$ cat src/design/wegu_pkg.sv
package wegu_pkg;

    localparam int COORD_W = 5;
    localparam int ENTRY_W = 10;
    localparam int QUEUE_DEPTH = 2;
    localparam int QUEUE_AW = 1;
    localparam int CFG_AW = 5;

    localparam logic KIND_APPLY = 1'b0;
    localparam logic KIND_QUERY = 1'b1;

    localparam logic [2:0] DIR_UP = 3'd0;
    localparam logic [2:0] DIR_DOWN = 3'd1;
    localparam logic [2:0] DIR_LEFT = 3'd2;
    localparam logic [2:0] DIR_RIGHT = 3'd3;

    localparam logic [1:0] CLS_WALL = 2'd0;
    localparam logic [1:0] CLS_OPEN = 2'd1;
    localparam logic [1:0] CLS_AMBIG = 2'd2;
    localparam logic [1:0] CLS_POST = 2'd3;

    localparam logic [1:0] FIT_NONE = 2'd0;
    localparam logic [1:0] FIT_FACE = 2'd1;
    localparam logic [1:0] FIT_POST = 2'd2;
    localparam logic [1:0] FIT_OTHER = 2'd3;

    localparam logic [1:0] EDGE_UNKNOWN = 2'd0;
    localparam logic [1:0] EDGE_WALL = 2'd1;
    localparam logic [1:0] EDGE_OPEN = 2'd2;

    localparam logic [2:0] REG_MIN_CONF = 3'd0;
    localparam logic [2:0] REG_WALL_W = 3'd1;
    localparam logic [2:0] REG_OPEN_W = 3'd2;
    localparam logic [2:0] REG_MAX_SCORE = 3'd3;
    localparam logic [2:0] REG_WALL_THR = 3'd4;
    localparam logic [2:0] REG_OPEN_THR = 3'd5;

    typedef struct packed {
        logic [7:0] min_conf;
        logic [6:0] wall_w;
        logic [6:0] open_w;
        logic [6:0] max_score;
        logic [7:0] wall_thr;
        logic [7:0] open_thr;
    } t_cfg;

    typedef struct packed {
        logic               query;
        logic               hit;
        logic               write;
        logic               vert;
        logic [COORD_W-1:0] col;
        logic [COORD_W-1:0] row;
        logic [7:0]         delta;
    } t_op;

endpackage

$ cat src/design/wegu_queue.sv
module wegu_queue
    import wegu_pkg::*;
(
    input  logic i_clk,
    input  logic i_rst_n,
    input  logic i_push,
    input  t_op  i_op,
    output logic o_full,
    output logic o_valid,
    input  logic i_pop,
    output t_op  o_op
);

    t_op                 r_mem [QUEUE_DEPTH];
    logic [QUEUE_AW-1:0] r_wr_ptr, r_rd_ptr;
    logic [QUEUE_AW:0]   r_count;

    assign o_full = (r_count == (QUEUE_AW + 1)'(QUEUE_DEPTH));
    assign o_valid = (r_count != '0);
    assign o_op = r_mem[r_rd_ptr];

    always_ff @(posedge i_clk) begin
        if (i_push) begin
            r_mem[r_wr_ptr] <= i_op;
        end
    end

    always_ff @(posedge i_clk) begin
        if (!i_rst_n) begin
            r_wr_ptr <= '0;
            r_rd_ptr <= '0;
            r_count <= '0;
        end else begin
            if (i_push) begin
                r_wr_ptr <= r_wr_ptr + 1'b1;
            end
            if (i_pop) begin
                r_rd_ptr <= r_rd_ptr + 1'b1;
            end
            if (i_push && !i_pop) begin
                r_count <= r_count + 1'b1;
            end else if (i_pop && !i_push) begin
                r_count <= r_count - 1'b1;
            end
        end
    end

endmodule

$ cat config.mk
export PLATFORM = sky130hd
export DESIGN_NAME = wegu_queue
export DESIGN_NICKNAME = d
export VERILOG_FILES = /design/src/design/wegu_pkg.sv /design/src/design/wegu_queue.sv
export SDC_FILE = /design/constraint.sdc
export NUM_CORES = 1
export LEC_CHECK = 0
export ABC_AREA = 1
export BUFFER_PORTS_ARGS = -buffer_cell sky130_fd_sc_hd__clkbuf_2
export CAP_MARGIN = 20
export CORE_UTILIZATION = 30
export CTS_BUF_LIST = sky130_fd_sc_hd__clkbuf_8
export DETAILED_ROUTE_END_ITERATION = 10
export HOLD_SLACK_MARGIN = 0.08
export PLACE_DENSITY = 0.48
export SLEW_MARGIN = 10
export SYNTH_ARGS = -nofsm -noshare
export SYNTH_HDL_FRONTEND = slang
export SYNTH_SLANG_ARGS = --single-unit
$ cat constraint.sdc
create_clock -name i_clk -period 2.2 [get_ports i_clk]
set_input_delay 0.55 -clock i_clk [delete_from_list [all_inputs] [get_ports i_clk]]
set_output_delay 0.55 -clock i_clk [all_outputs]
set_load 0.05 [all_outputs]
==> impl_metrics.py <==
metrics = {
    "run_status": {
        "status": "completed",
    },
    "synth": {
        "netlist_instances": 103,
        "synth_cell_types": 12,
        "syn_area_sq_um": 1820,
        "syn_avg_cell_area_sq_um": 17.7,
        "yosysWarnings": 0,
        "ys_seq_elements": 49,
        "yosysSeqAreaShare_pct": 78.1,
        "synth_nets": 130,
    },
    "pwr": {
        "power_leakage_nw": 0.917,
        "combPwrFrac_pct": 17.4,
        "vdd_drop_max_v": 0.000384,
        "swShare_pct": 27.7,
        "finalPower_mw": 1.92,
        "seq_power_share_pct": 56.4,
        "clkPwrFrac_pct": 26.2,
        "internal_power_mw": 1.39,
        "powerDensity_nw_per_um2": 848,
        "p_sw_mw": 0.533,
    },
    "floorplan": {
        "fp.dieH_microns": 79.9,
        "fp.dieArea_sq_um": 6380,
        "core_sq_um": 5680,
        "rows": 27,
        "die_w_microns": 79.9,
        "start_util_pct": 32.1,
        "io_pins": 50,
    },
    "detailed_routing": {
        "drcViolationCount": 0,
        "drt-total-wl_mm": 3.02,
        "via_count": 1028,
        "ant_nets": 0,
        "wl_per_cell_microns": 12.8,
        "viasPerCell": 4.36,
        "drt-met1-wl_mm": 1.27,
        "drtPass1Iterations": 4,
        "met3WireLength_microns": 184,
        "drtIter0Drc": 38,
        "topRoutingLayerUsed": "met4",
        "dr_wl_met2_mm": 1.53,
    },
    "grt": {
        "grt_pass1_wl_mm": 4.89,
        "overflow": 0,
        "grt_pass1_vias": 1100,
        "grt_usage_pct": 10.4,
        "grt_antenna_before_repair": 0,
        "grt_max_degree": 16,
    },
    "critical_path": {
        "rr_endpoint": "r_mem[1][9]",
        "cp-start-kind": "flip-flop",
        "required_ns": 1.65,
        "endpoint_kind": "primary output",
        "cp.arrival_ns": 1.45,
        "reg2reg_from": "r_wr_ptr",
        "crit_path_max_fanout": 13,
        "rrSetupSlack_ns": 1.17,
        "rr_worst_depth": 3,
        "critPathKind": "reg2out",
    },
    "clocking": {
        "htreeDepth": 2,
        "post_cts.repair.setup_buffers": 0,
        "cts_hold_buf": 0,
        "clk_latency_ns": 0.29,
        "cts_num_sinks": 49,
        "cts_tree": "yes",
        "cts_root_buffer": "clkbuf_8",
        "cts_buffers": 5,
        "path_clk_slew_ns": 0.09,
        "cts_resized": 0,
        "clk_path_buf_depth": 2,
    },
    "min_path": {
        "hold_class": "in2reg",
        "whs_path_depth": 1,
        "hold_path.startpoint": "i_op[15]",
        "min_to": "r_mem[1][15]",
    },
    "timing": {
        "finClkSkew_ns": 0.00622,
        "rsz0062_at_grt": "no",
        "fmax_ghz": 0.501,
        "finalCritPeriodShare_pct": 90.7,
        "slew_violations": 0,
        "setup_viol": 0,
        "post-route-min-period_ns": 2.00,
        "relSlewSlack_pct": 81.2,
        "totalNegativeSetupSlack_ns": 0,
        "worst_pin_slew_ns": 0.283,
        "hold_viol": 0,
    },
    "place": {
        "place_area_sq_um": 2180,
        "dp_hpwl_mm": 2.23,
        "port-buffer-count": 49,
        "place.gp.congestion": 0.638,
        "post-place-cells": 228,
    },
    "layout": {
        "area_growth_pct": 24.6,
        "fin_cells": 236,
        "fin_nets": 190,
        "drive_above_1_share_pct": 51.8,
        "antenna_cells": 0,
        "post-route-cell-area_sq_um": 2270,
        "fillers": 543,
    },
    "job": {
        "maxCapViolCount": 0,
    },
}
-- cells in the mapped netlist --
master | instances | area share [%]
inv_1 | 8 | 1.7
mux2_2 | 22 | 14
nor2_1 | 8 | 1.7
dfxtp_1 | 5 | 5.5
o21ai_0 | 1 | 0.27
edfxtp_1 | 44 | 73
nand4_1 | 1 | 0.34
buf_6 | 2 | 1.2
a21oi_1 | 1 | 0.27
nand3_1 | 1 | 0.27
ha_1 | 1 | 0.69
nand2_1 | 9 | 1.9
-- logic make-up (layout without fill, tap and decap cells) --
family,after synthesis,count (layout),synth area share [%]
fa+ha+maj,1,1,0.688
flops,49,49,78.1
buf+inv,10,71,2.89
mux,22,22,13.6
simple gates,19,19,4.13
compound gates,2,2,0.550
-- placed cells by master (no fill, tap or decap), types with 5 or more instances in the layout --
master,count
edfxtp_1,44
dfxtp_1,5
inv_1,9
nor2_1,7
clkbuf_2,49
buf_4,6
clkbuf_8,5
mux2_2,22
nand2_1,9
-- area by class of cell --
| type | instances | area [sq um] | area share [%] |
|---|---|---|---|
| Clock buffer | 5 | 68.8 | 3.04 |
| Multi-Input combinational cell | 44 | 348 | 15.4 |
| Timing Repair Buffer | 55 | 290 | 12.8 |
| Tap cell | 72 | 90.1 | 3.98 |
| Inverter | 8 | 30.0 | 1.33 |
| Sequential cell | 49 | 1420 | 62.7 |
| Clock inverter | 3 | 17.5 | 0.773 |
-- flip-flops by register name, indices dropped and copies added, names as in the netlist, named ones only --
register  flops
r_mem        44
r_count       2
r_rd_ptr      1
r_wr_ptr      1
-- worst max-delay path, cell delays in order, from the launching register on --
cell	delay, ns
dfxtp_1	0.33
buf_4	0.21
mux2_2	0.37
clkbuf_2	0.24
-- per-stage QoR --
| stage | setup WS (ns) | utilization, % | hold slack, ns |
|---|---|---|---|
| final | 0.204 | 39.9 | 0.436 |
| after global routing | 0.117 | 39.9 | 0.419 |
| after CTS | 0.168 | 39.9 | 0.425 |
| after detailed placement | 0.506 | 38.4 | 0.503 |
| after global placement | 0.519 | 38.4 | 0.485 |
| after floorplan | 0.277 | - | 0.463 |
-- power by group through the flow --
| stage | sequential [mW] | clock [mW] | combinational, mW |
|---|---|---|---|
| after global placement | 1.10 | 0 | 0.333 |
| after global routing | 1.09 | 0.566 | 0.357 |
| after CTS | 1.08 | 0.531 | 0.341 |
| after floorplan | 1.10 | 0 | 0.248 |
| final | 1.08 | 0.504 | 0.335 |
| after detailed placement | 1.11 | 0 | 0.340 |
-- layer usage --
| metal | vias to the layer above | global-route usage, % |
|---|---|---|
| li1 | 493 | - |
| met1 | 496 | 11.4 |
| met2 | 34 | 18.2 |
| met3 | 5 | 4.11 |
| met5 | - | 0 |
| met4 | 0 | 3.75 |
-- how the worst max path moves through the flow --
stage | from | end | slack (ns) | cells past startpoint
after global routing | flip-flop | o_op[20] | 0.12 | 3
after detailed placement | flip-flop | o_op[20] | 0.51 | 3
after global placement | flip-flop | o_op[20] | 0.52 | 3
after CTS | flip-flop | o_op[20] | 0.17 | 3
after floorplan | i_push | r_mem[0][0] | 0.28 | 2
final | flip-flop | o_op[20] | 0.20 | 3
(Power assumes the default switching activity.)
