==> src/design/wegu_pkg.sv <==
package wegu_pkg;

    localparam int COORD_W = 5;
    localparam int ENTRY_W = 10;
    localparam int QUEUE_DEPTH = 2;
    localparam int QUEUE_AW = 1;
    localparam int CFG_AW = 5;

    localparam logic KIND_APPLY = 1'b0;
    localparam logic KIND_QUERY = 1'b1;

    localparam logic [2:0] DIR_UP = 3'd0;
    localparam logic [2:0] DIR_DOWN = 3'd1;
    localparam logic [2:0] DIR_LEFT = 3'd2;
    localparam logic [2:0] DIR_RIGHT = 3'd3;

    localparam logic [1:0] CLS_WALL = 2'd0;
    localparam logic [1:0] CLS_OPEN = 2'd1;
    localparam logic [1:0] CLS_AMBIG = 2'd2;
    localparam logic [1:0] CLS_POST = 2'd3;

    localparam logic [1:0] FIT_NONE = 2'd0;
    localparam logic [1:0] FIT_FACE = 2'd1;
    localparam logic [1:0] FIT_POST = 2'd2;
    localparam logic [1:0] FIT_OTHER = 2'd3;

    localparam logic [1:0] EDGE_UNKNOWN = 2'd0;
    localparam logic [1:0] EDGE_WALL = 2'd1;
    localparam logic [1:0] EDGE_OPEN = 2'd2;

    localparam logic [2:0] REG_MIN_CONF = 3'd0;
    localparam logic [2:0] REG_WALL_W = 3'd1;
    localparam logic [2:0] REG_OPEN_W = 3'd2;
    localparam logic [2:0] REG_MAX_SCORE = 3'd3;
    localparam logic [2:0] REG_WALL_THR = 3'd4;
    localparam logic [2:0] REG_OPEN_THR = 3'd5;

    typedef struct packed {
        logic [7:0] min_conf;
        logic [6:0] wall_w;
        logic [6:0] open_w;
        logic [6:0] max_score;
        logic [7:0] wall_thr;
        logic [7:0] open_thr;
    } t_cfg;

    typedef struct packed {
        logic               query;
        logic               hit;
        logic               write;
        logic               vert;
        logic [COORD_W-1:0] col;
        logic [COORD_W-1:0] row;
        logic [7:0]         delta;
    } t_op;

endpackage

==> src/design/wegu_front.sv <==
module wegu_front
    import wegu_pkg::*;
#(
    parameter int MAZE_SIZE = 16
) (
    input  logic        i_tvalid,
    output logic        o_tready,
    // tdata: cell_x, cell_y, direction, obs_valid, obs_confidence, obs_class,
    // fit_type, fit_x, fit_y, fit_direction, freeze
    input  logic [39:0] i_tdata,
    // tuser: kind
    input  logic [0:0]  i_tuser,
    input  t_cfg        i_cfg,
    input  logic        i_q_full,
    input  logic        i_clr_busy,
    output logic        o_push,
    output t_op         o_op
);

    logic [3:0] x, y, fx, fy, tx, ty;
    logic [2:0] dir, fd, td;
    logic       vld, frz, kind, reject, exists;
    logic [7:0] conf;
    logic [1:0] cls, ft;

    assign o_tready = !i_q_full && !i_clr_busy;
    assign o_push = i_tvalid && o_tready;

    always_comb begin
        x = i_tdata[3:0];
        y = i_tdata[7:4];
        dir = i_tdata[10:8];
        vld = i_tdata[11];
        conf = i_tdata[19:12];
        cls = i_tdata[21:20];
        ft = i_tdata[23:22];
        fx = i_tdata[27:24];
        fy = i_tdata[31:28];
        fd = i_tdata[34:32];
        frz = i_tdata[35];
        kind = i_tuser[0];

        reject = frz || !vld || (conf < i_cfg.min_conf) || (dir > DIR_RIGHT)
              || (cls == CLS_AMBIG) || (cls == CLS_POST)
              || (cls == CLS_OPEN && ft == FIT_POST);

        tx = x;
        ty = y;
        td = dir;
        if (kind == KIND_QUERY) begin
            if (dir > DIR_RIGHT) begin
                td = DIR_RIGHT;
            end
        end else if (ft == FIT_FACE && fd <= DIR_RIGHT) begin
            tx = fx;
            ty = fy;
            td = fd;
        end

        exists = (32'(tx) < 32'(MAZE_SIZE)) && (32'(ty) < 32'(MAZE_SIZE));

        o_op.query = (kind == KIND_QUERY);
        o_op.hit = exists && ((kind == KIND_QUERY) || !reject);
        o_op.write = o_op.hit && (kind == KIND_APPLY);
        o_op.vert = (td == DIR_LEFT) || (td == DIR_RIGHT);
        o_op.col = COORD_W'({1'b0, tx}) + COORD_W'(td == DIR_RIGHT);
        o_op.row = COORD_W'({1'b0, ty}) + COORD_W'(td == DIR_UP);
        o_op.delta = (cls == CLS_WALL) ? {1'b0, i_cfg.wall_w}
                                       : 8'd0 - {1'b0, i_cfg.open_w};
    end

endmodule

==> config.mk <==
export PLATFORM = sky130hd
export DESIGN_NAME = wegu_front
export DESIGN_NICKNAME = d
export VERILOG_FILES = /design/src/design/wegu_pkg.sv /design/src/design/wegu_front.sv
export SDC_FILE = /design/constraint.sdc
export NUM_CORES = 1
export LEC_CHECK = 0
export BUFFER_PORTS_ARGS = -buffer_cell sky130_fd_sc_hd__clkbuf_2
export CAP_MARGIN = 40
export CORE_MARGIN = 4
export CORE_UTILIZATION = 31
export DETAILED_ROUTE_END_ITERATION = 16
export PLACE_DENSITY = 0.84
export SYNTH_ARGS = -nofsm -noshare
export SYNTH_HDL_FRONTEND = slang
export SYNTH_SLANG_ARGS = --single-unit
export TNS_END_PERCENT = 50
==> constraint.sdc <==
create_clock -name vclk -period 1.87
set_input_delay 0 -clock vclk [all_inputs]
set_output_delay 0 -clock vclk [all_outputs]
set_load 0.01 [all_outputs]
==> impl_metrics.ini, run 1 <==
[placed_design]
post-place-ws_ps = 264
place_congestion = 0.735
io_buffers = 86
dp_cells = 225
dp_hpwl_um = 2140

[yosys]
ys_seq_area_frac = 0
syn-cell-area_um2 = 772
yosysWarnings = 0
avgSynthCellArea_um2 = 6.83
ys_types = 31
synthesis.nets = 213
syn_inst = 113

[setup_path]
path_buf_inv = 3
endpoint_kind = output port
arrival_ps = 1580
path_delay_family = buffers and inverters
path_cells = clkbuf_2, nor4b_4, buf_4, nand2_1, o41ai_1, ha_1, ha_1, xor2_1, clkbuf_2
cpPeakStageDelay_ps = 290
required_ps = 1870
slowest_stage = nor4b_4
cp-start-kind = input pin
crit_type = input pin to output port
cp_max_fo = 19

[power_and_ir_drop]
p_seq_frac = 0
p_comb_frac = 1.000
p_switching_w = 0.000122
clockPowerShare = 0
power_density_mw_per_mm2 = 206
swShare = 0.486
peakVddDrop_v = 0.000102
internal-power_w = 0.000130
leakage_nw = 0.692

[timing]
slew_viol_final = 0
fin_crit_ps = 1580
rsz0062_at_grt = no
maxSlewHeadroom = 0.744
max_clock_freq_mhz = 634
period_share = 0.843
max_slew.worst_pin.slew_ps = 379
tns_ps = 0
fin_ws_ps = 293
hold_viol_final = 0
setup_violations = 0

[detailed_routing]
viasPerCell = 4.59
drtPass1Iterations = 4
num_vias = 1032
postRouteAntennaNets = 0
drt_iter0_markers = 13
routedWlPerCell_um = 9.84
wl_um = 2210
route.detailed.drc = 0

[global_routing]
antenna_found_initial = 0
grt_pass1_vias = 953
gr-total-overflow = 0
grt_max_degree = 20
grt_pass1_wl_um = 3770
track_usage = 0.131

[final_layout]
fin_util = 0.532
antennaDiodeCount = 0
layout_commonest_cell = clkbuf_2
areaGrowthSynthToFinish_pct = 58.3
layout-drive-gt1-share = 0.492
regArea_um2 = 0
instances_no_fill = 225
n_clock_buffer = 0
n_sequential_cell = 0
final_cell_mix = 86 x clkbuf_2, 18 x nand2_1, 14 x o21ai_0
finalNetCount = 299

[die]
fp.coreArea_mm2 = 0.00230
start_util = 0.336
die_h_um = 57.9
io_pins = 113
rows = 17
die-area_mm2 = 0.00335
die_w_um = 57.9

[hold_path]
hp-class = input pin to output port

[clocking]
postCtsHoldBufs = 0
cts_setup_buffers = 0
ctsResizeCount = 0

[status]
status = completed

[run]
cap_violations = 0
-- synth_stat cells, types with 2 or more instances --
library cell  count  area share
buf_4             2       0.019
xnor2_1           5       0.057
inv_1            11       0.053
mux2_2            4       0.058
nand2b_1          3       0.024
a21oi_1           4       0.026
ha_1             11        0.18
nor2_1            5       0.024
nand2_1          18       0.088
nand3b_1          2       0.019
nor3_1            3       0.019
mux2i_1           3       0.039
xor2_1            6       0.068
and2_1            3       0.024
nand3_1           4       0.026
o21ai_0          14       0.091
-- path summary, 6_finish.rpt --
check,start,endpoint,slack [ps],cells past startpoint
setup / recovery,i_tdata[23],o_op[10],290,9
hold / removal,i_q_full,o_tready,220,3
-- worst min-delay path: stages --
cell	delay, ps
clkbuf_2	70
nor2_1	40
clkbuf_2	120
-- power by group through the flow --
stage	combinational, W	sequential (W)	clock (W)
2_1_floorplan	0.000129	0	0
3_3_place_gp	0.000252	0	0
3_5_place_dp	0.000256	0	0
4_1_cts	0.000257	0	0
5_1_grt	0.000290	0	0
6_report	0.000252	0	0
-- cell type report --
class / instances / area [um2]
timing repair buffer: 88 / 445
multi-input combinational: 98 / 701
tap: 28 / 35.0
inverter: 11 / 41.3
fill: 260 / 1070
-- cell families after synthesis --
| logic type | count (synthesis) | share of synthesized area |
|---|---|---|
| compound gates | 23 | 0.173 |
| buf+inv | 15 | 0.0924 |
| fa+ha+maj | 11 | 0.178 |
| simple gates | 45 | 0.314 |
| xor+xnor | 11 | 0.125 |
| mux | 8 | 0.117 |
-- metal layers --
metal | GRT usage | share of wire
met1 | 0.165 | 0.39
met2 | 0.250 | 0.52
met3 | 0.0134 | 0.092
met4 | 0 | 0
met5 | 0 | 0
-- metrics by stage --
stage	total power (W)	area, um2	hold slack (ps)
2_1_floorplan	0.000129	772	47.5
3_3_place_gp	0.000252	1220	224
3_5_place_dp	0.000256	1220	226
4_1_cts	0.000257	1220	226
5_1_grt	0.000290	1220	247
6_report	0.000252	1220	225
(Power assumes the default switching activity.)
==> run 2, diff against run 1 <==
==> constraint.sdc (replaced) <==
create_clock -name vclk -period 1.6
set_input_delay 0 -clock vclk [all_inputs]
set_output_delay 0 -clock vclk [all_outputs]
set_load 0.01 [all_outputs]
==> run 2 against run 1 <==
Compared with the run above: worst setup slack worse by 210 ps; hold slack is essentially flat; via count increased by 3.1%; first-iteration DRC count rose to 2.8 times the previous value; cell area increased by 9.5%; sequential share of layout area unchanged; global-route usage rose by 0.60 points; combinational power up 26%; wire length grew 7.6%; non-clock buffer count is 10 higher; critical path depth grew 1; critical endpoint is now o_op[15]; highest routed layer is now met4.
==> impl_metrics.ini, run 2 (synthesis results as in run 1) <==
[power_and_ir_drop]
power_density_mw_per_mm2 = 237
leakage_nw = 0.741
peakVddDrop_v = 0.000116

[final_layout]
areaGrowthSynthToFinish_pct = 73.4
finalNetCount = 309
multi_input_area_um2 = 734
final_cell_mix = 83 x clkbuf_2, 18 x nand2_1, 14 x o21ai_0
n_sequential_cell = 0
fillCellCount = 253
layout_commonest_cell = clkbuf_2
layout-drive-gt1-share = 0.536
fin_area_mm2 = 0.00134
antennaDiodeCount = 0
n_clock_buffer = 0
regArea_um2 = 0

[die]
die_w_um = 57.9
rows = 17
die_h_um = 57.9
start_util = 0.336
die-area_mm2 = 0.00335
io_pins = 113
fp.coreArea_mm2 = 0.00230

[detailed_routing]
wl_um = 2380
postRouteAntennaNets = 0
drtPass1Iterations = 3
num_vias = 1064
drt_iter0_markers = 36
routedWlPerCell_um = 10.1
route.detailed.drc = 0
viasPerCell = 4.53

[timing]
period_share = 0.948
max_clock_freq_mhz = 659
maxSlewHeadroom = 0.729
fin_crit_ps = 1520
whs_ps = 225
slew_viol_final = 0
setup_violations = 0
tns_ps = 0
max_slew.worst_pin.slew_ps = 401
rsz0062_at_grt = yes
hold_viol_final = 0

[setup_path]
required_ps = 1600
endpoint_kind = output port
crit_type = input pin to output port
crit_start = i_tuser
worstSetupEndpoint = o_op[15]
arrival_ps = 1520
cp-start-kind = input pin
cp_max_fo = 7

[placed_design]
io_buffers = 86
dp_hpwl_um = 2190
placed_area_mm2 = 0.00130
place_congestion = 0.777

[global_routing]
grt_pass1_wl_um = 3960
gr-total-overflow = 0
antenna_found_initial = 0
grt_max_degree = 15
track_usage = 0.137
grt_pass1_vias = 1019

[run]
cap_violations = 0

[hold_path]
hp-class = input pin to output port

[clocking]
postCtsHoldBufs = 0

[status]
status = completed
-- run 2: cell count changes in the layout (fill, tap and decap cells not counted), sizes merged --
| cell | change |
|---|---|
| buf | +13 |
| clkbuf | -3 |
-- run 2: per-layer routing --
metal / vias up / global-route usage / wire (um) / part of all wire
met4: 0 / 0.00993 / 14 / 0.0059
met3: 2 / 0.0223 / 256 / 0.11
li1: 578 / - / - / -
met2: 46 / 0.239 / 1170 / 0.49
met5: - / 0 / 0 / 0
met1: 438 / 0.183 / 946 / 0.40
-- run 2: layout make-up --
class / count / share of cell area
Multi-Input combinational cell: 98 / 0.549
Timing Repair Buffer: 98 / 0.394
Tap cell: 28 / 0.0262
Inverter: 11 / 0.0308
-- run 2: how the worst min path moves through the flow --
stage | start | to | slack [ps] | cells after the start
after floorplan | i_q_full | o_tready | 50 | 1
after global placement | i_q_full | o_tready | 220 | 3
after detailed placement | i_q_full | o_tready | 230 | 3
after CTS | i_q_full | o_tready | 230 | 3
after global routing | i_q_full | o_tready | 270 | 3
final | i_q_full | o_tready | 220 | 3
-- run 2: through the flow --
stage	std cells	worst slack (ps)	power, W	util
after floorplan	113	28.6	0.000152	-
after global placement	234	19.8	0.000309	0.565
after detailed placement	234	9.38	0.000313	0.565
after CTS	234	14.7	0.000314	0.565
after global routing	235	-43.8	0.000362	0.583
final	235	82.9	0.000317	0.583
-- run 2: where the power goes --
part           switching, W  total, W  internal (W)
logic              0.000151  0.000317      0.000166
clock network             0         0             0
registers                 0         0             0
total              0.000151  0.000317      0.000166
-- run 2: critical path, cell delays in order --
cell and delay, ps:
clkbuf_2 110, nor4b_4 290, buf_4 170, buf_6 120, buf_6 110, nand4_1 130, o31ai_4 110, ha_2 230
xnor2_1 110, buf_2 150
-- run 2: what timing repair did --
action	4_1_cts	5_1_grt
endpoints found under the setup margin	0	6
buffers inserted	0	1
gates resized for setup	0	10
